--- config.mk ---
export PLATFORM = sky130hd
export DESIGN_NAME = drl_ram
export DESIGN_NICKNAME = d
export VERILOG_FILES = /design/src/rtl/drl_ram.sv
export SDC_FILE = /design/constraint.sdc
export NUM_CORES = 1
export LEC_CHECK = 0
export ABC_AREA = 1
export BUFFER_PORTS_ARGS = -buffer_cell sky130_fd_sc_hd__clkbuf_2
export CORE_ASPECT_RATIO = 0.9
export CORE_MARGIN = 8
export CORE_UTILIZATION = 61
export CTS_CLUSTER_SIZE = 30
export DETAILED_ROUTE_END_ITERATION = 10
export PLACE_DENSITY_LB_ADDON = 0.08
export SYNTH_ARGS = -nofsm -noshare
export SYNTH_HDL_FRONTEND = slang
export SYNTH_SLANG_ARGS = --single-unit
--- constraint.sdc ---
create_clock -name clk_i -period 1.7 [get_ports clk_i]
set_clock_uncertainty 0.1 [all_clocks]
set_input_delay 0.17 -clock clk_i [delete_from_list [all_inputs] [get_ports clk_i]]
set_output_delay 0.17 -clock clk_i [all_outputs]
set_load 0.1 [all_outputs]
--- src/rtl/drl_ram.sv ---
// drl_ram: generic single write port, single read port ram
// registered read data; no dependencies
module drl_ram #(
  parameter int unsigned WIDTH = 16,
  parameter int unsigned DEPTH = 16
) (
  input  logic                                     clk_i,
  input  logic                                     we_i,
  input  logic [(DEPTH > 1 ? $clog2(DEPTH) : 1)-1:0] waddr_i,
  input  logic [WIDTH-1:0]                         wdata_i,
  input  logic [(DEPTH > 1 ? $clog2(DEPTH) : 1)-1:0] raddr_i,
  output logic [WIDTH-1:0]                         rdata_o
);

  logic [WIDTH-1:0] mem_q [DEPTH];

  always_ff @(posedge clk_i) begin
    if (we_i) begin
      mem_q[waddr_i] <= wdata_i;
    end
    rdata_o <= mem_q[raddr_i];
  end

endmodule

Word level (Yosys, flattened, before mapping)
Memory sizes are Yosys's and may differ from the RTL's. A register that Yosys moved wholly into a read port is not among the register bits. Cells that the tools add are included.

Muxes and demuxes: 2.

Operator list (number): two-way mux 1 bit (2).

Input port bits: 26. Logic and storage cells: 3. RAM bits: 256. Register bits after elaboration: 0. Memories kept: 1. Output and inout bits: 16.

Memories: mem_q (words 16, bits a word 16, rd ports 1, clocked after memory_dff 1, write ports 1, RTL line 15) `logic [WIDTH-1:0] mem_q [DEPTH];`.

Logic depth before layout (Yosys ltp)
Gate-level depths: netlist (run 1).

Word-level depth: 2. Mapped depth: 9. Depth with buffers taken out: 7.

Least setup slack after synthesis (run 1)
OpenSTA, ideal clock, no wires.

Path type: input-to-reg. From: in waddr_i[2] (netlist name). To: mem mem_q[10][0], enable pin. Buffers on the path: 0. Setup slack: 0.130 ns. Stages: 2. Arrival: 1.081 ns. Setup time: 0.388 ns. Required time: 1.212 ns. Cell sequence: nand3b_1 nor2_1.

RTL lines: start, declared (RTL line 9) `input logic [(DEPTH > 1 ? $clog2(DEPTH) : 1)-1:0] waddr_i,`; end, declared (RTL line 15).

No word-level cell before the write port.

Worst setup path after layout (run 1)
From: reg rdata_o[14], read port of mem_q. To: out rdata_o[14].

RTL lines: start, declared (RTL line 12) `output logic [WIDTH-1:0] rdata_o`.

No word-level cell between the ends.

==> results of run 1 <==
## cell type report
type                    count  area, µm²
fillers                  1349       5250
flip-flops and latches    272       8010
clock buffers              42        815
multi-input cells         553       2360
repair buffers             93        818
inverters                 198        744
clock inverters            10       43.8
well taps                 245        307
## cell usage after synthesis
library cell and n:
nand2_1 341, edfxtp_1 256, inv_1 196, nand3_1 193, buf_2 19, buf_4 18, nor2_1 17, dfxtp_1 16
clkbuf_1 10, buf_6 3, inv_2 2, nand3b_1 2, buf_1 1
## sequential cells by signal, summed over array words and instances, names as in the netlist
register	count
rdata_o	16
mem_q	256
## power by group through the flow
stage	Sequential [µW]	Clock, µW	Combinational, µW
after floorplan	7990	0	506
after global placement	7690	0	1190
after detailed placement	7690	0	1210
after CTS	7550	5730	1240
after global routing	7560	5990	1340
final	7540	5660	1240
## metrics by stage
stage	cells	power, µW	cell area [µm²]	util, %	setup slack (ns)
2_1_floorplan	1074	8500	11400	-	0.130
3_3_place_gp	1348	8880	12100	66.0	0.243
3_5_place_dp	1348	8900	12100	66.0	0.228
4_1_cts	1413	14500	13100	71.4	0.0190
5_1_grt	1413	14900	13100	71.4	0.0359
6_report	1413	14400	13100	71.4	0.0824
## kinds of logic after synthesis
family | after synthesis
buffers and inverters | 249
flip-flops | 272
AND/OR/NAND/NOR | 553
## cells in the final DEF, fill, tap and decap left out, drive strengths merged
cell / count
dlygate4sd3: 13
buf: 41
dfxtp: 16
nand2: 341
edfxtp: 256
nand3: 193
clkinv: 11
nand3b: 2
clkbuf: 81
inv: 197
nor2: 17
## what timing repair did
| item | CTS | global route |
|---|---|---|
| buffers inserted | 0 | 0 |
| gates resized for setup | 0 | 1 |
| hold endpoints to repair | 190 | 0 |
| endpoints found under the setup margin | 0 | 1 |
| hold buffers | 13 | 0 |
## metal layers
metal | vias up | wire, µm | track usage [%]
met5 | - | 0 | 0
met4 | 0 | 496 | 4.90
met3 | 44 | 2100 | 3.48
met2 | 274 | 12700 | 37.5
met1 | 3544 | 11300 | 32.2
li1 | 3612 | - | -
## how the worst max path moves through the flow
stage,end,startpoint
after global routing,rdata_o[10],rdata_o[10]
after CTS,rdata_o[10],rdata_o[10]
after floorplan,mem_q[10][0],waddr_i[2]
after detailed placement,rdata_o[9],raddr_i[0]
final,rdata_o[14],rdata_o[14]
after global placement,rdata_o[11],raddr_i[0]
==> out/qor.yml, run 1 <==
outcome: "complete, no violations"
final_nets: 1172
min-delay-start: "wdata_i[13]"
cp_slowest_stage_delay_ns: 0.47
p_int_uw: 11100
finalWirelength_um: 26600
diodes: 0
crit_type: "flip-flop to primary output"
finalCritPeriodShare_pct: 95.2
port_buffers: 41
hold_class: "primary input to flip-flop"
num_rows: 47
avgSynthCellArea_um2: 10.6
overflow: 0
worstHoldEndpoint: "mem_q[13][13]"
peakVddDrop_v: 0.000903
dp_hpwl_um: 15100
swShare_pct: 23.3
cts.clk_slew.worst_paths_ns: 0.06
yosysSeqAreaShare_pct: 70.4
cp_num_cells: 1
yosys.area_share.simple_pct: 20.4
cts_buffer_depth: 3
io_pins: 42
gr-usage-all-layers_pct: 23.0
cp-end-kind: "primary output"
grt_pass1_wl_um: 41700
synth_top_family_by_area: "simple AND/OR/NAND/NOR gates"
syn_nets: 1100
htreeDepth: 1
post-route-drc-count: 0
power.density_mw_per_mm2: 1100
start_util_pct: 62.0
maxCapViolations: 0
cts_root_buf: "clkbuf_16"
crit_required_ns: 1.43
first_pass_iters: 5
synth_top_area_cell: "edfxtp_1"
synth.cell_area_mm2: 0.0114
tritoncts: "built"
synth_mux_area_share_pct: 0
crit_slowest_cell: "clkbuf_2"
gp_congestion: 0.773
hold_depth: 1
rsz0062_at_grt: "false"
timing.critical_path.cells: "clkbuf_2"
ys_ff_latch: 272
core_mm2: 0.0183
synth_warnings: 0
r2r_end: "rdata_o[8]"
grt_max_degree: 72
hold_viol_final: 0
p_sw_uw: 3360
fin_setup_tns_ns: 0
synth.top_cells.by_area: "edfxtp_1, nand2_1, nand3_1"
p_clk_share_pct: 39.2
arrival_ns: 1.35
synth-xor-area-share_pct: 0
numClockSinks: 272
startpoint_type: "flip-flop"
final_antenna_net_count: 0
viasPerCell: 5.29
dieArea_mm2: 0.0233
fmax_ghz: 0.618
crit_family: "buffers and inverters"
p_leak_uw: 0.00567
dr_total_vias: 7474
wl_per_cell_um: 18.8
path_buf_inv: 1
area_growth_pct: 15.1
cp_max_fo: 1
min_period_ns: 1.62
die_y_um: 146
whs_ns: 0.0126
die_w_um: 160
synth_compound_area_share_pct: 0
worstReg2RegStart: "mem_q[2][8]"
antenna_found_initial: 0
drt_iter0_drc: 686
pwr-share-seq_pct: 52.2
reg2reg_depth: 6
cts_made_buffers: 28
slew_violations: 0
synthCells: 1074
drive_gt1_share_pct: 11.6
finalSetupViolCount: 0
slew_headroom_pct: 43.0
worst_pin_slew_ns: 0.855
synth_cell_types: 13
worstSkewPairLatency_ns: 0.53
synth_fa_ha_area_share_pct: 0
grt_pass1_vias: 7368
combPwrFrac_pct: 8.6
synth_top_area_share_pct: 67.5
r2r_setup_slack_ns: 0.58
Note: power is estimated with default switching activity, not from simulation.
==> inputs of run 2 (changes only) <==
--- a/config.mk
+++ b/config.mk
@@ -9,7 +9,8 @@
 export BUFFER_PORTS_ARGS = -buffer_cell sky130_fd_sc_hd__clkbuf_2
 export CORE_ASPECT_RATIO = 0.9
 export CORE_MARGIN = 8
-export CORE_UTILIZATION = 61
+export CORE_UTILIZATION = 64
+export CTS_BUF_LIST = sky130_fd_sc_hd__clkbuf_4 sky130_fd_sc_hd__clkbuf_8
 export CTS_CLUSTER_SIZE = 30
 export DETAILED_ROUTE_END_ITERATION = 10
 export PLACE_DENSITY_LB_ADDON = 0.08
==> run 2 against run 1 <==
  * Total power down 0.16%
  * Hold slack better by 0.049 ns
  * Register-to-register slack better by 0.05 ns
  * Global-route usage grew 1.1 points
  * Final cell count is 2.2% higher
  * Clock-buffer cell count is 32 higher
  * Flip-flop and latch count did not move
  * Via count grew 3.4%
  * Core utilization increased by 3.9 points
  * Routed wire length decreased by 1.9%
  * Non-clock buffer count grew 6
  * Clock power about the same
  * Critical path type unchanged
  * Highest routed layer is now met5
==> out/qor.yml, run 2 (same netlist as run 1, synthesis figures left out) <==
peakVddDrop_v: 0.000791
core_mm2: 0.0175
p_leak_uw: 0.00576
crit_type: "flip-flop to primary output"
finalCritPeriodShare_pct: 96.4
viasPerCell: 5.35
cts_made_buffers: 44
startpoint_type: "flip-flop"
htreeDepth: 2
top_register: "mem_q"
grt_pass1_wl_um: 40600
arrival_ns: 1.37
cp-end-kind: "primary output"
start_util_pct: 65.0
final_nets: 1194
dr_total_vias: 7731
p_sw_uw: 3420
largest_reg_flops: 256
slew_violations: 0
swShare_pct: 23.7
wl_per_cell_um: 18.1
port_buffers: 41
die_w_um: 157
top_regs: "mem_q: 256 flops, rdata_o: 16 flops"
worst_pin_slew_ns: 0.558
drive_gt1_share_pct: 15.1
cp_max_fo: 1
cts_buffer_depth: 3
outcome: "complete, no violations"
maxCapViolations: 0
cp_slowest_stage_delay_ns: 0.48
grt_pass1_vias: 7432
mostFrequentLayoutCells: "nand2_1, edfxtp_1, inv_1"
cts.clk_slew.worst_paths_ns: 0.06
area_growth_pct: 15.8
first_pass_iters: 5
pwr-share-seq_pct: 52.3
numClockSinks: 272
min_period_ns: 1.64
total_power_uw: 14400
p_clk_share_pct: 39.1
antenna_found_initial: 1
tritoncts: "built"
hold_class: "primary input to flip-flop"
hold_viol_final: 0
path_buf_inv: 1
io_pins: 42
grt_max_degree: 74
power.density_mw_per_mm2: 1090
diodes: 0
final_util_pct: 75.3
p_int_uw: 11000
worstSkewPairLatency_ns: 0.54
fillers: 1228
finalSetupViolCount: 0
timing.critical_path.cells: "clkbuf_2"
final_antenna_net_count: 0
gp_congestion: 0.781
fin_setup_tns_ns: 0
crit_family: "buffers and inverters"
drt_iter0_drc: 879
slew_headroom_pct: 63.0
dp_hpwl_um: 14700
rsz0062_at_grt: "false"
crit_required_ns: 1.43
r2r_setup_slack_ns: 0.63
fmax_ghz: 0.610
overflow: 0
num_rows: 46
die_y_um: 143
crit_slowest_cell: "clkbuf_2"
postCtsSetupRepairBufs: 0
gr-usage-all-layers_pct: 24.1
finalWirelength_um: 26100
combPwrFrac_pct: 8.6
dieArea_mm2: 0.0223
final_common_cell: "nand2_1"
cts_root_buf: "clkbuf_8"
post-route-drc-count: 0
-- run 2: cell count changes in the layout (fill, tap and decap cells not counted), moves of 3 or more --
cell,previous run,this run
clkbuf_16,29,0
clkbuf_8,4,49
dlygate4sd3_1,13,16
clkbuf_1,9,0
clkinv_1,5,1
clkbuf_4,0,26
buf_4,25,29
-- run 2: metal layers --
layer	part of all wire [%]	up-vias	GRT usage, %
met5	0.038	-	0
met4	2.9	2	9.95
met3	8.9	62	4.55
met2	47	367	38.0
met1	41	3641	32.5
li1	-	3659	-
-- run 2: what timing repair did --
action                                  in CTS  in global routing
resized for setup                            1                  0
hold buffers                                16                  0
endpoints found under the hold margin      250                  0
endpoints found under the setup margin       1                  0
-- run 2: cell type report --
type                            count  area [µm²]  area share, %
Clock buffer                       74         862           6.54
Clock inverter                      8        42.5          0.323
Inverter                          198         744           5.65
Multi-Input combinational cell    553        2360           17.9
Sequential cell                   272        8010           60.7
Tap cell                          240         300           2.28
Timing Repair Buffer               99         861           6.53
-- run 2: final timing paths --
path,from,to,cells after the start
max,rdata_o[4],rdata_o[4],1
min,raddr_i[3],rdata_o[9],4
max reg2reg,mem_q[13][6],rdata_o[6],6
min reg2reg,mem_q[10][0],rdata_o[0],6
-- run 2: power groups by stage --
stage               Sequential [µW]  Clock (µW)  Combinational [µW]
detailed placement             7680           0                1200
global placement               7680           0                1180
global route                   7560        5990                1330
finish                         7550        5640                1230
CTS                            7550        5730                1230
floorplan                      7990           0                 506
-- run 2: stage by stage --
stage	worst slack (ns)	area, µm²	instances	hold slack (ns)
finish	0.0611	13200	1444	0.0616
global route	0.0155	13200	1444	0.0566
CTS	0.0390	13200	1444	0.0279
detailed placement	0.280	12100	1346	0.483
global placement	0.321	12100	1346	0.495
floorplan	0.130	11400	1074	0.169
==> inputs of run 3 (changes only) <==
--- a/config.mk
+++ b/config.mk
@@ -9,7 +9,7 @@
 export BUFFER_PORTS_ARGS = -buffer_cell sky130_fd_sc_hd__clkbuf_2
 export CORE_ASPECT_RATIO = 0.9
 export CORE_MARGIN = 8
-export CORE_UTILIZATION = 64
+export CORE_UTILIZATION = 60
 export CTS_BUF_LIST = sky130_fd_sc_hd__clkbuf_4 sky130_fd_sc_hd__clkbuf_8
 export CTS_CLUSTER_SIZE = 30
 export DETAILED_ROUTE_END_ITERATION = 10
==> run 3 against run 2 <==
  * Sequential share of layout area shrank 0.19 points
  * Total power down 1.9%
  * Critical path depth did not move
  * First-iteration DRC count fell by 16%
  * Clock power is 5.3% lower
  * Non-clock buffer count unchanged
  * Critical endpoint is now rdata_o[5]
  * Largest cell class unchanged
==> out/qor.yml, run 3 (same netlist as run 1, synthesis figures left out) <==
antenna_found_initial: 1
total_power_uw: 14200
arrival_ns: 1.38
cts.clk_slew.worst_paths_ns: 0.06
final_common_cell: "nand2_1"
final_area_mm2: 0.0132
dp_hpwl_um: 14800
cts_buffer_depth: 3
path_buf_inv: 1
top_regs: "mem_q: 256 flops, rdata_o: 16 flops"
io_pins: 42
diodes: 0
final_nets: 1192
fillers: 1312
cts_made_buffers: 42
cp_num_cells: 1
die_y_um: 147
postCtsSetupRepairBufs: 0
fmax_ghz: 0.605
die_w_um: 161
cts_root_buf: "clkbuf_8"
finalWirelength_um: 26200
crit_slowest_cell: "clkbuf_2"
min_period_ns: 1.65
setup.worst_path.end: "rdata_o[5]"
peakVddDrop_v: 0.000737
place_area_mm2: 0.0122
finalSetupViolCount: 0
worstReg2RegStart: "mem_q[12][2]"
hold_viol_final: 0
slew_headroom_pct: 61.1
power.density_mw_per_mm2: 1070
tritoncts: "built"
largest_reg_flops: 256
overflow: 0
grt_pass1_vias: 7270
rsz0062_at_grt: "false"
post-route-drc-count: 0
drive_gt1_share_pct: 14.3
crit_required_ns: 1.43
first_pass_iters: 5
r2r_setup_slack_ns: 0.64
top_register: "mem_q"
reg2reg_depth: 6
cp_max_fo: 1
crit_family: "buffers and inverters"
core_mm2: 0.0185
cp-end-kind: "primary output"
wl_per_cell_um: 18.2
timing.critical_path.cells: "clkbuf_2"
crit_type: "flip-flop to primary output"
p_leak_uw: 0.00574
maxCapViolations: 0
hold_class: "primary input to flip-flop"
dieArea_mm2: 0.0236
slew_violations: 0
gp_congestion: 0.790
cp_slowest_stage_delay_ns: 0.48
outcome: "complete, no violations"
port_buffers: 41
crit_start: "rdata_o[5]"
start_util_pct: 61.6
r2r_end: "rdata_o[2]"
whs_ns: 0.0316
drt_iter0_drc: 736
gr-usage-all-layers_pct: 22.5
viasPerCell: 5.20
grt_pass1_wl_um: 41200
area_growth_pct: 16.2
final_antenna_net_count: 0
fin_setup_tns_ns: 0
finalCritPeriodShare_pct: 97.2
worstSkewPairLatency_ns: 0.53
numClockSinks: 272
worst_pin_slew_ns: 0.585
mostFrequentLayoutCells: "nand2_1, edfxtp_1, inv_1"
num_rows: 47
grt_max_degree: 70
dr_total_vias: 7509
startpoint_type: "flip-flop"
htreeDepth: 2
==> run 3: how the worst min path moves through the flow <==
stage	from	to	slack, ns	cells past startpoint
floorplan	wdata_i[0]	mem_q[0][0]	0.17	0
global route	wdata_i[15]	mem_q[9][15]	0.01	1
finish	wdata_i[15]	mem_q[9][15]	0.03	1
global placement	wdata_i[5]	mem_q[10][5]	0.50	1
CTS	wdata_i[15]	mem_q[9][15]	0.007	1
detailed placement	wdata_i[12]	mem_q[0][12]	0.51	1
==> run 3: timing repair <==
item                                   4_1_cts  5_1_grt
hold buffers                                16        0
setup endpoints to repair                    1        0
resized for setup                            1        0
endpoints found under the hold margin      226        0
==> run 3: through the flow <==
stage | util, % | worst slack, ns | std cells
2_1_floorplan | - | 0.130 | 1074
5_1_grt | 71.6 | 0.00580 | 1443
4_1_cts | 71.6 | 0.0218 | 1443
6_report | 71.6 | 0.0469 | 1443
3_3_place_gp | 66.2 | 0.333 | 1351
3_5_place_dp | 66.2 | 0.303 | 1351
==> run 3: per-layer routing <==
| layer | track usage [%] | part of all wire [%] | vias to the layer above |
|---|---|---|---|
| met3 | 4.13 | 7.3 | 46 |
| met5 | 0 | 0.030 | - |
| met2 | 35.6 | 47 | 294 |
| met4 | 8.09 | 2.3 | 2 |
| li1 | - | - | 3656 |
| met1 | 30.8 | 43 | 3511 |
==> run 3: area by class of cell <==
type                       instances  area (µm²)  share of cell area (%)
clock inverter                    12        52.6                   0.397
sequential                       272        8010                    60.6
timing repair buffer              99         961                    7.27
clock buffer                      64         787                    5.95
tap                              245         307                    2.32
multi-input combinational        553        2360                    17.9
inverter                         198         744                    5.63
==> run 3: worst reg2reg max path, cell delays in order, from the launching register on <==
cell and delay (ns):
edfxtp_1 0.36, inv_1 0.06, nand2_1 0.05, nand3_1 0.08, nand3_1 0.09, nand3_1 0.11
nand2_1 0.08
==> run 3: power breakdown <==
group	total [µW]	leakage (µW)	switching [µW]	internal [µW]
registers	7550	0.00245	51.1	7500
clock network	5340	0.000454	2390	2950
logic	1260	0.00284	941	319
