$ cat config.mk
export PLATFORM = sky130hd
export DESIGN_NAME = drl_mac
export DESIGN_NICKNAME = d
export VERILOG_FILES = /design/src/rtl/drl_pkg.sv /design/src/rtl/drl_mac.sv
export SDC_FILE = /design/constraint.sdc
export NUM_CORES = 1
export LEC_CHECK = 0
export BUFFER_PORTS_ARGS = -buffer_cell sky130_fd_sc_hd__clkbuf_2
export CELL_PAD_IN_SITES_DETAIL_PLACEMENT = 1
export CELL_PAD_IN_SITES_GLOBAL_PLACEMENT = 1
export CORE_ASPECT_RATIO = 0.7
export CORE_MARGIN = 2
export CORE_UTILIZATION = 51
export CTS_BUF_LIST = sky130_fd_sc_hd__clkbuf_2 sky130_fd_sc_hd__clkbuf_4 sky130_fd_sc_hd__clkbuf_8
export CTS_CLUSTER_DIAMETER = 30
export CTS_CLUSTER_SIZE = 10
export DETAILED_ROUTE_END_ITERATION = 10
export PLACE_DENSITY = 0.85
export SYNTH_ARGS = -nofsm -noshare
export SYNTH_HDL_FRONTEND = slang
export SYNTH_SLANG_ARGS = --single-unit
$ cat constraint.sdc
create_clock -name clk_i -period 3.54 [get_ports clk_i]
set_clock_uncertainty 0.2 [all_clocks]
set_input_delay 0.354 -clock clk_i [delete_from_list [all_inputs] [get_ports clk_i]]
set_output_delay 0.354 -clock clk_i [all_outputs]
set_load 0.01 [all_outputs]
$ cat src/rtl/drl_pkg.sv
// drl_pkg: shared types, constants and helpers for the dense relu layer
// no dependencies; used by drl_mac and dense_relu_layer_forward
package drl_pkg;

  localparam int unsigned OP_W    = 2;
  localparam int unsigned IDX_W   = 4;
  localparam int unsigned VAL_W   = 16;
  localparam int unsigned OUT_W   = 15;
  localparam int unsigned CNT_W   = 5;
  localparam int unsigned CFG_W   = 1;
  localparam int unsigned PROD_W  = 2 * VAL_W;
  localparam int unsigned FRAC_W  = 8;

  localparam logic [OP_W-1:0] OP_WEIGHT = 2'd0;
  localparam logic [OP_W-1:0] OP_BIAS   = 2'd1;
  localparam logic [OP_W-1:0] OP_ACT    = 2'd2;

  localparam logic [CFG_W-1:0] CFG_INPUT_COUNT  = 1'd0;
  localparam logic [CFG_W-1:0] CFG_OUTPUT_COUNT = 1'd1;

  localparam logic [CNT_W-1:0] COUNT_RESET = 5'd16;

  typedef struct packed {
    logic             first;
    logic             tail;
    logic             last;
    logic [IDX_W-1:0] idx;
  } mac_tag_t;

  function automatic logic [CNT_W-1:0] clamp_count(logic [CNT_W-1:0] c, int unsigned maxv);
    logic [CNT_W-1:0] r;
    r = c;
    if (c == '0) begin
      r = CNT_W'(1);
    end else if (32'(c) > maxv) begin
      r = CNT_W'(maxv);
    end
    return r;
  endfunction

endpackage

$ cat src/rtl/drl_mac.sv
// drl_mac: multiply, accumulate, relu and saturation pipeline
// depends on drl_pkg; operands arrive in the cycle after the tag
module drl_mac #(
  parameter int unsigned MAX_INPUTS = 16
) (
  input  logic                       clk_i,
  input  logic                       rst_ni,
  input  logic                       issue_i,
  input  drl_pkg::mac_tag_t          tag_i,
  input  logic signed [drl_pkg::VAL_W-1:0] weight_i,
  input  logic signed [drl_pkg::VAL_W-1:0] act_i,
  input  logic signed [drl_pkg::VAL_W-1:0] bias_i,
  output logic                       busy_o,
  output logic                       out_valid_o,
  output logic [drl_pkg::IDX_W-1:0]  out_index_o,
  output logic [drl_pkg::OUT_W-1:0]  out_value_o,
  output logic                       last_o
);

  localparam int unsigned ACC_W = drl_pkg::PROD_W + $clog2(MAX_INPUTS + 1);
  localparam int unsigned SAT_LO = drl_pkg::FRAC_W + drl_pkg::OUT_W;

  logic                                v1_q, v2_q, v3_q;
  drl_pkg::mac_tag_t                   t1_q, t2_q, t3_q;
  logic signed [drl_pkg::PROD_W-1:0]   prod_d, prod_q;
  logic signed [drl_pkg::VAL_W-1:0]    bias_q;
  logic signed [ACC_W-1:0]             acc_d, acc_q;
  logic [drl_pkg::OUT_W-1:0]           res_d;

  assign prod_d = weight_i * act_i;

  always_comb begin
    if (t2_q.first) begin
      acc_d = (ACC_W'(bias_q) <<< drl_pkg::FRAC_W) + ACC_W'(prod_q);
    end else begin
      acc_d = acc_q + ACC_W'(prod_q);
    end
  end

  always_comb begin
    if (acc_q[ACC_W-1] || acc_q == '0) begin
      res_d = '0;
    end else if (|acc_q[ACC_W-2:SAT_LO]) begin
      res_d = '1;
    end else begin
      res_d = acc_q[SAT_LO-1:drl_pkg::FRAC_W];
    end
  end

  always_ff @(posedge clk_i or negedge rst_ni) begin
    if (!rst_ni) begin
      v1_q        <= 1'b0;
      v2_q        <= 1'b0;
      v3_q        <= 1'b0;
      out_valid_o <= 1'b0;
    end else begin
      v1_q        <= issue_i;
      v2_q        <= v1_q;
      v3_q        <= v2_q && t2_q.tail;
      out_valid_o <= v3_q;
    end
  end

  always_ff @(posedge clk_i) begin
    t1_q   <= tag_i;
    t2_q   <= t1_q;
    prod_q <= prod_d;
    bias_q <= bias_i;
    if (v2_q) begin
      acc_q <= acc_d;
      t3_q  <= t2_q;
    end
    out_index_o <= t3_q.idx;
    out_value_o <= res_d;
    last_o      <= t3_q.last;
  end

  assign busy_o = v1_q | v2_q | v3_q;

endmodule

* Yosys cells after proc, flatten, opt, wreduce, memory -nomap -nowiden
Cells that the tools add are included.
** Word-level totals
- Register bits after elaboration :: 128
- Input bits :: 58
- Output and inout port bits :: 22
- Word-level logic and storage cells :: 31
** Cells by class
- Add/subtract/negate cells :: 2
- Multiply operators :: 1
- Multiplexer cells :: 2
- Bitwise operators :: 2
- Reductions and logical operators :: 4
** Operator list (count)
- adder 37 x 32 -> 37 bit :: 1
- logical NOT 37 bit :: 1
- 2-to-1 mux 37 bit :: 1
- adder 24 x 32 -> 33 bit :: 1
- multiplier 16 x 16 -> 32 bit :: 1
- 2-to-1 mux 15 bit :: 1
- OR reduction 13 bit :: 1
- OR 1 bit :: 2
- logical AND 1 bit :: 1
- logical OR 1 bit :: 1

* Longest topological paths before layout
Gate-level depths: netlist of run 1.
- Word-level depth :: 2
- Gate-level depth with buffers :: 24
- Mapped depth without buffers :: 23

* Least setup slack after synthesis of run 1
Ideal clock, no wire load.
- Path kind :: input to register
- From :: input weight_i[15] (netlist bit)
- To :: register prod_q[29] (netlist bit)
- Setup time :: 0.123 ns
- Data arrival time :: 5.842 ns
- Data required time :: 3.217 ns
- Path slack :: -2.625 ns
- Cell stages on the path :: 21
- Buffers on the path :: 1
- Path through :: clkbuf_1 nand2_1 inv_1 fa_1 fa_1 fa_1 fa_1 fa_1 inv_1 fa_1 inv_1 ha_1 and3_1 a221o_1 a31oi_1 o21ai_0 a31oi_1 o211ai_1 a21oi_1 o21bai_1 xor2_1
** On the way
- Cells in the longest elaborated chain, start to end :: 1
** Ends and longest elaborated chain
- start, declared :: line drl_mac.sv:10 : input logic signed [drl_pkg::VAL_W-1:0] weight_i,
- multiplier 16 x 16 -> 32 bit :: line drl_mac.sv:30 : assign prod_d = weight_i * act_i;
- via prod_d, one bit :: line drl_mac.sv:25 : logic signed [drl_pkg::PROD_W-1:0] prod_d, prod_q;
- end signal, assigned :: line drl_mac.sv:67 : prod_q <= prod_d;
- end, declared :: line drl_mac.sv:25
The timed path passes the listed nets, and every way through them passes these cells.
A chain may end at the register's enable or synchronous reset.

* Worst setup path in the final report of run 1
- From :: input weight_i[14] (netlist bit)
- To :: register prod_q[29] (netlist bit)
Same word-level chain as after synthesis.

==> flow_metrics.env, run 1 <==
export IMPL_outcome="complete, but fails checks"
export IMPL_violations="setup timing"
export IMPL_drt_first_pass_iters=6
export IMPL_endpoint="prod_q[29]"
export IMPL_grt_pass1_vias=18276
export IMPL_fp_dieArea_um2=33400
export IMPL_slew_headroom=0.154
export IMPL_path_buf_inv=5
export IMPL_reg2reg_slack_ns=-0.35
export IMPL_die_h_um=153
export IMPL_cts_buffers=17
export IMPL_finalMaxSlewViolations=0
export IMPL_clk_path_buf_depth=2
export IMPL_cp_start_kind="input port"
export IMPL_grt_total_usage=0.447
export IMPL_ant_nets=0
export IMPL_cp_required_ns=3.76
export IMPL_ys_types=66
export IMPL_grt_max_degree=58
export IMPL_cts_tree="yes"
export IMPL_io_buffers=79
export IMPL_nNetsFinal=2488
export IMPL_crit_type="in2reg"
export IMPL_async_reset_ff_frac=0.0313
export IMPL_numClockSinks=128
export IMPL_cts_root_buffer_cell="clkbuf_8"
export IMPL_synthesis_nets=2192
export IMPL_die_x_um=217
export IMPL_rsz0062_at_grt="true"
export IMPL_gp_congestion=0.890
export IMPL_clk_pin_slew_ns=0.10
export IMPL_coreArea_um2=31300
export IMPL_drive_above_1_share=0.275
export IMPL_period_share=1.95
export IMPL_clk_latency_ns=0.53
export IMPL_drt_iter0_markers=2277
export IMPL_postPlaceCellArea_um2=18600
export IMPL_synth_seq_cells=128
export IMPL_timing_final_ws_setup_ns=-3.36
export IMPL_avgSynthCellArea_um2=9.41
export IMPL_num_rows=54
export IMPL_crit_path_max_fanout=7
export IMPL_hold_viol=0
export IMPL_maxCapViolCount=0
export IMPL_vias_per_cell=6.95
export IMPL_yosys_warnings=0
export IMPL_ios=80
export IMPL_worst_pin_slew_ns=1.27
export IMPL_cp_slowest_cell="fa_1"
export IMPL_min_period_ns=6.90
export IMPL_dr_total_vias=17099
export IMPL_seq_area_frac_synth=0.185
export IMPL_synth_area_um2=16300
export IMPL_final_common_cell="inv_1"
export IMPL_dpl_hpwl_um=43200
export IMPL_setup_viol=41
export IMPL_start_util=0.520
export IMPL_wl_um=88900
export IMPL_globalRouteOverflowTotal=0
export IMPL_layout_common_cells="inv_1, fa_1, buf_4"
export IMPL_crit_top_cell="fa_1"
export IMPL_syn_inst=1728
export IMPL_htreeDepth=4
export IMPL_synth_edf_count=42
export IMPL_max_freq_ghz=0.145
export IMPL_hp_class="reg2reg"
export IMPL_postLayoutCellArea_um2=20700
export IMPL_grt_pass1_wl_um=111000
export IMPL_cp_slowest_stage_delay_ns=0.81
export IMPL_crit_reg2reg_launch="acc_q[18]"
export IMPL_r2r_cells=10
export IMPL_syn2layout_area_growth_pct=27.4
export IMPL_antenna_found_initial=6
export IMPL_cp_cell_sequence="clkbuf_8 > and2_1 > fa_1 > inv_1 > fa_1 > fa_2 > fa_1 > inv_2 > fa_1 > inv_2 > fa_2 > inv_2 > ha_4 > and3_4 > a221o_1 > a31oi_4 > o21ai_2 > a31oi_4 > o211ai_1 > a21oi_1 > o21bai_1 > xor2_1"
export IMPL_drc=0
export IMPL_synth_main_ff_cell="dfxtp_1"
export IMPL_crit_cells=22
export IMPL_avgRoutedWirePerCell_um=36.1
export IMPL_cp_end_kind="register"
export IMPL_worstPathArrival_ns=7.12
export IMPL_startpoint="weight_i[14]"
export IMPL_cp_top_family="adder cells"
export IMPL_rr_endpoint="acc_q[34]"
-- cell families (layout without fill, tap and decap cells) --
group | count (synthesis) | in the layout | share of synthesized area
AND/OR/NAND/NOR | 478 | 478 | 0.144
adder cells (fa/ha/maj) | 406 | 406 | 0.434
buffers and inverters | 355 | 664 | 0.0819
AO/OA/AOI/OAI | 276 | 276 | 0.109
flip-flops | 128 | 128 | 0.185
XOR/XNOR | 79 | 79 | 0.0425
multiplexers | 6 | 6 | 0.00385
other | 0 | 5 | 0
-- area by class of cell --
cell class / count / area (µm²)
antenna: 5 / 12.5
timing repair buffer: 323 / 2690
sequential: 128 / 3010
tap: 420 / 526
clock inverter: 13 / 125
multi-input combinational: 1245 / 12900
fill: 3418 / 10600
clock buffer: 19 / 262
inverter: 309 / 1170
-- synthesized netlist by cell type (2+ instances only) --
master,instances,area share
a2111oi_0,2,0.0011
and2_1,124,0.048
xor2_1,34,0.018
mux2_2,2,0.0014
or3_1,5,0.0019
o31ai_1,2,0.00092
a31o_2,2,0.0011
nor2_1,88,0.020
a211oi_1,12,0.0055
a31oi_1,11,0.0042
mux2i_1,4,0.0025
ha_1,142,0.11
o22ai_1,2,0.00077
nor3b_1,2,0.00092
nor4_1,10,0.0038
and3_1,9,0.0035
o2111ai_1,3,0.0016
a21o_1,28,0.013
nand2b_1,16,0.0062
a41oi_1,2,0.0011
o21ai_0,66,0.020
o21a_1,14,0.0065
nand2_1,167,0.039
edfxtp_1,42,0.078
a221o_1,2,0.0012
inv_1,308,0.071
or4_1,2,0.00092
a211o_1,3,0.0016
nand4_1,10,0.0038
nor3_1,11,0.0034
fa_1,264,0.32
or2_2,6,0.0023
nand3_1,16,0.0049
dfxtp_1,82,0.10
clkbuf_1,45,0.010
o211ai_1,9,0.0042
and4_1,2,0.0011
a21boi_0,2,0.00092
nor2b_1,6,0.0023
o21bai_1,17,0.0078
a21oi_1,82,0.025
dfrtp_1,4,0.0062
xnor2_1,45,0.024
-- how the worst min path moves through the flow --
stage	end	from	slack, ns	cells past startpoint
4_1_cts	out_valid_o	rst_ni	0.004	2
3_5_place_dp	out_valid_o	rst_ni	-0.03	1
3_3_place_gp	out_valid_o	rst_ni	-0.04	1
6_report	t2_q[4]	t1_q[4]	0.14	0
2_1_floorplan	out_valid_o	rst_ni	-0.14	0
5_1_grt	t2_q[4]	t1_q[4]	0.15	0
-- stage by stage --
stage,setup TNS (ns),utilization,worst slack (ns),hold WS (ns),instances
finish,-59.82,0.662,-3.36,0.140,2462
global route,-61.58,0.662,-3.40,0.151,2458
CTS,-41.18,0.639,-2.26,0.00422,2432
detailed placement,-58.46,0.596,-2.92,-0.0304,2356
global placement,-51.63,0.596,-2.57,-0.0404,2356
floorplan,-37.46,-,-2.12,-0.142,1728
-- layer usage --
metal	up-vias	global-route usage	wire, µm
met1	8156	0.484	28000
met2	1912	0.723	37800
met4	0	0.361	10800
met5	-	0.0116	0
li1	6118	-	-
met3	913	0.140	12300
-- what timing repair did --
item,in CTS,in global routing
setup buffers,21,30
hold endpoints to repair,28,3
resized for setup,144,150
gates cloned,0,0
setup endpoints to repair,33,42
hold buffers,25,1
pin swaps,57,75
-- registers in the layout, summed over array words and instances, names as in the netlist --
signal,count
bias_q,16
t2_q,7
v1_q,1
t1_q,7
out_valid_o,1
last_o,1
out_index_o,4
v3_q,1
acc_q,37
t3_q,5
prod_q,32
out_value_o,15
v2_q,1
Power of run 1 is left out: the tool's default activity adds up to more than one toggle a clock period on the data nets, which glitch-free logic cannot reach.
==> inputs of run 2 (changes only) <==
--- a/config.mk
+++ b/config.mk
@@ -5,7 +5,7 @@
 export SDC_FILE = /design/constraint.sdc
 export NUM_CORES = 1
 export LEC_CHECK = 0
-export BUFFER_PORTS_ARGS = -buffer_cell sky130_fd_sc_hd__clkbuf_2
+export BUFFER_PORTS_ARGS = -buffer_cell sky130_fd_sc_hd__buf_2
 export CELL_PAD_IN_SITES_DETAIL_PLACEMENT = 1
 export CELL_PAD_IN_SITES_GLOBAL_PLACEMENT = 1
 export CORE_ASPECT_RATIO = 0.7
==> run 2 against run 1 <==
Effect of this change: the flow finishes with violations (hold timing, setup timing); cell area increased by 1.4%; worst hold slack got worse by 0.16 ns; utilization increased by 0.94 points; via count increased by 1.9%; setup slack improved by 0.21 ns; non-clock buffer count increased by 22; global-route usage increased by 2.0 points; final cell count increased by 0.81%; register-to-register slack improved by 0.02 ns; critical path depth decreased by 1; count of clock-buffer cells in the layout decreased by 2; die area unchanged; largest cell class unchanged.
==> flow_metrics.env, run 2 (synthesis results as in run 1) <==
export IMPL_num_rows=54
export IMPL_drt_iter0_markers=2542
export IMPL_avgRoutedWirePerCell_um=36.6
export IMPL_outcome="complete, but fails checks"
export IMPL_grt_max_degree=58
export IMPL_syn2layout_area_growth_pct=29.2
export IMPL_antenna_found_initial=7
export IMPL_instances_no_fill=2482
export IMPL_fp_dieArea_um2=33400
export IMPL_min_period_ns=6.69
export IMPL_drt_first_pass_iters=6
export IMPL_dpl_hpwl_um=43800
export IMPL_hold_viol=4
export IMPL_tns_ns=-60.67
export IMPL_grt_pass1_vias=19009
export IMPL_final_common_cell="inv_1"
export IMPL_die_x_um=217
export IMPL_clk_pin_slew_ns=0.10
export IMPL_nFillCells=3403
export IMPL_htreeDepth=4
export IMPL_io_buffers=79
export IMPL_final_hold_worst_slack_ns=-0.0235
export IMPL_clk_path_buf_depth=2
export IMPL_start_util=0.520
export IMPL_cp_slowest_cell="fa_1"
export IMPL_cts_root_buffer_cell="clkbuf_8"
export IMPL_largest_reg_flops=37
export IMPL_crit_path_max_fanout=11
export IMPL_wl_um=90700
export IMPL_hp_class="in2async"
export IMPL_largest_register="acc_q"
export IMPL_cp_start_kind="input port"
export IMPL_vias_per_cell=7.02
export IMPL_timing_final_ws_setup_ns=-3.15
export IMPL_finalMaxSlewViolations=0
export IMPL_drive_above_1_share=0.284
export IMPL_drc=0
export IMPL_die_h_um=153
export IMPL_crit_top_cell="fa_1"
export IMPL_worst_pin_slew_ns=1.26
export IMPL_cts_tree="yes"
export IMPL_slew_headroom=0.162
export IMPL_cp_slowest_stage_delay_ns=0.92
export IMPL_dp_cells=2354
export IMPL_cp_cell_sequence="buf_4 > buf_4 > and2_1 > fa_1 > fa_1 > fa_1 > fa_1 > fa_1 > inv_2 > fa_1 > inv_2 > ha_4 > and3_4 > a221o_1 > a31oi_4 > buf_6 > a41oi_4 > o21ai_2 > a21oi_2 > nor4b_2 > a211o_1"
export IMPL_dr_total_vias=17429
export IMPL_setup_viol=44
export IMPL_cp_required_ns=3.81
export IMPL_max_freq_ghz=0.150
export IMPL_grt_total_usage=0.467
export IMPL_utilization=0.672
export IMPL_crit_type="in2reg"
export IMPL_maxCapViolCount=0
export IMPL_layout_common_cells="inv_1, fa_1, buf_4"
export IMPL_globalRouteOverflowTotal=0
export IMPL_ios=80
export IMPL_cp_end_kind="register"
export IMPL_rsz0062_at_grt="true"
export IMPL_ant_nets=0
export IMPL_period_share=1.89
export IMPL_reg2reg_slack_ns=-0.33
export IMPL_numClockSinks=128
export IMPL_gp_congestion=0.886
export IMPL_clk_latency_ns=0.53
export IMPL_reg_top3="acc_q (37), prod_q (32), bias_q (16)"
export IMPL_post_place_ws_ns=-2.84
export IMPL_nNetsFinal=2510
export IMPL_violations="hold timing, setup timing"
export IMPL_cts_buffers=17
export IMPL_worstPathArrival_ns=6.95
export IMPL_grt_pass1_wl_um=115000
export IMPL_coreArea_um2=31300
==> run 2: changes by cell type in the layout (fill, tap and decap cells not counted), moves of 4 or more <==
cell      previous run  this run
buf_2                0        52
clkbuf_2            51         0
buf_6               27        54
buf_4              189       201
clkbuf_8            29        17
and2_1              99       104
and2_4              25        20
clkbuf_4             6         1
nand2_4              3         7
xor2_1              33        29
xor2_2               1         5
==> run 2: critical path, delay by kind of cell <==
family,cells,cell delay (ns)
buf+inv,5,0.71
compound gates,6,1.19
fa+ha+maj,7,3.81
simple gates,3,0.85
==> run 2: path summary, 6_finish.rpt <==
kind                            depth (start not counted)         from         end
worst max-delay path                                   21  weight_i[4]  prod_q[30]
worst min-delay path                                    2       rst_ni        v1_q
worst max register to register                         12    prod_q[9]   acc_q[21]
worst min register to register                          0      t1_q[3]     t2_q[3]
max in group asynchronous                               2       rst_ni        v2_q
min in group clk_i                                      0      t1_q[3]     t2_q[3]
==> run 2: routing by layer <==
layer	wire length [µm]	global-route usage	part of all wire	vias up
met5	140	0	0.0015	-
met4	11500	0.417	0.13	10
met3	12400	0.125	0.14	997
met2	38800	0.752	0.43	1990
met1	27900	0.509	0.31	8271
li1	-	-	-	6161
==> run 2: cell type report <==
type	count	area (µm²)	area share
multi-input combinational	1245	13000	0.621
sequential	128	3010	0.143
timing repair buffer	345	2860	0.136
inverter	309	1160	0.0554
tap	420	526	0.0250
clock buffer	17	234	0.0111
clock inverter	15	170	0.00810
antenna	3	7.51	0.000357
==> run 2: repair_timing <==
action                                  4_1_cts  5_1_grt
pin swaps                                    80       96
gates cloned                                  0        1
hold endpoints to repair                     28        0
endpoints found under the setup margin       34       44
hold buffers                                 25        0
buffers inserted                             46       40
gates resized for setup                     169      146
==> run 2: stage by stage <==
stage	hold WS, ns	instance area, µm²
detailed placement	-0.0363	18600
finish	-0.0235	21000
global placement	-0.0424	18600
global route	-0.0220	21000
floorplan	-0.142	16800
CTS	0.00406	20200
Power of run 2 is left out for the same reason.
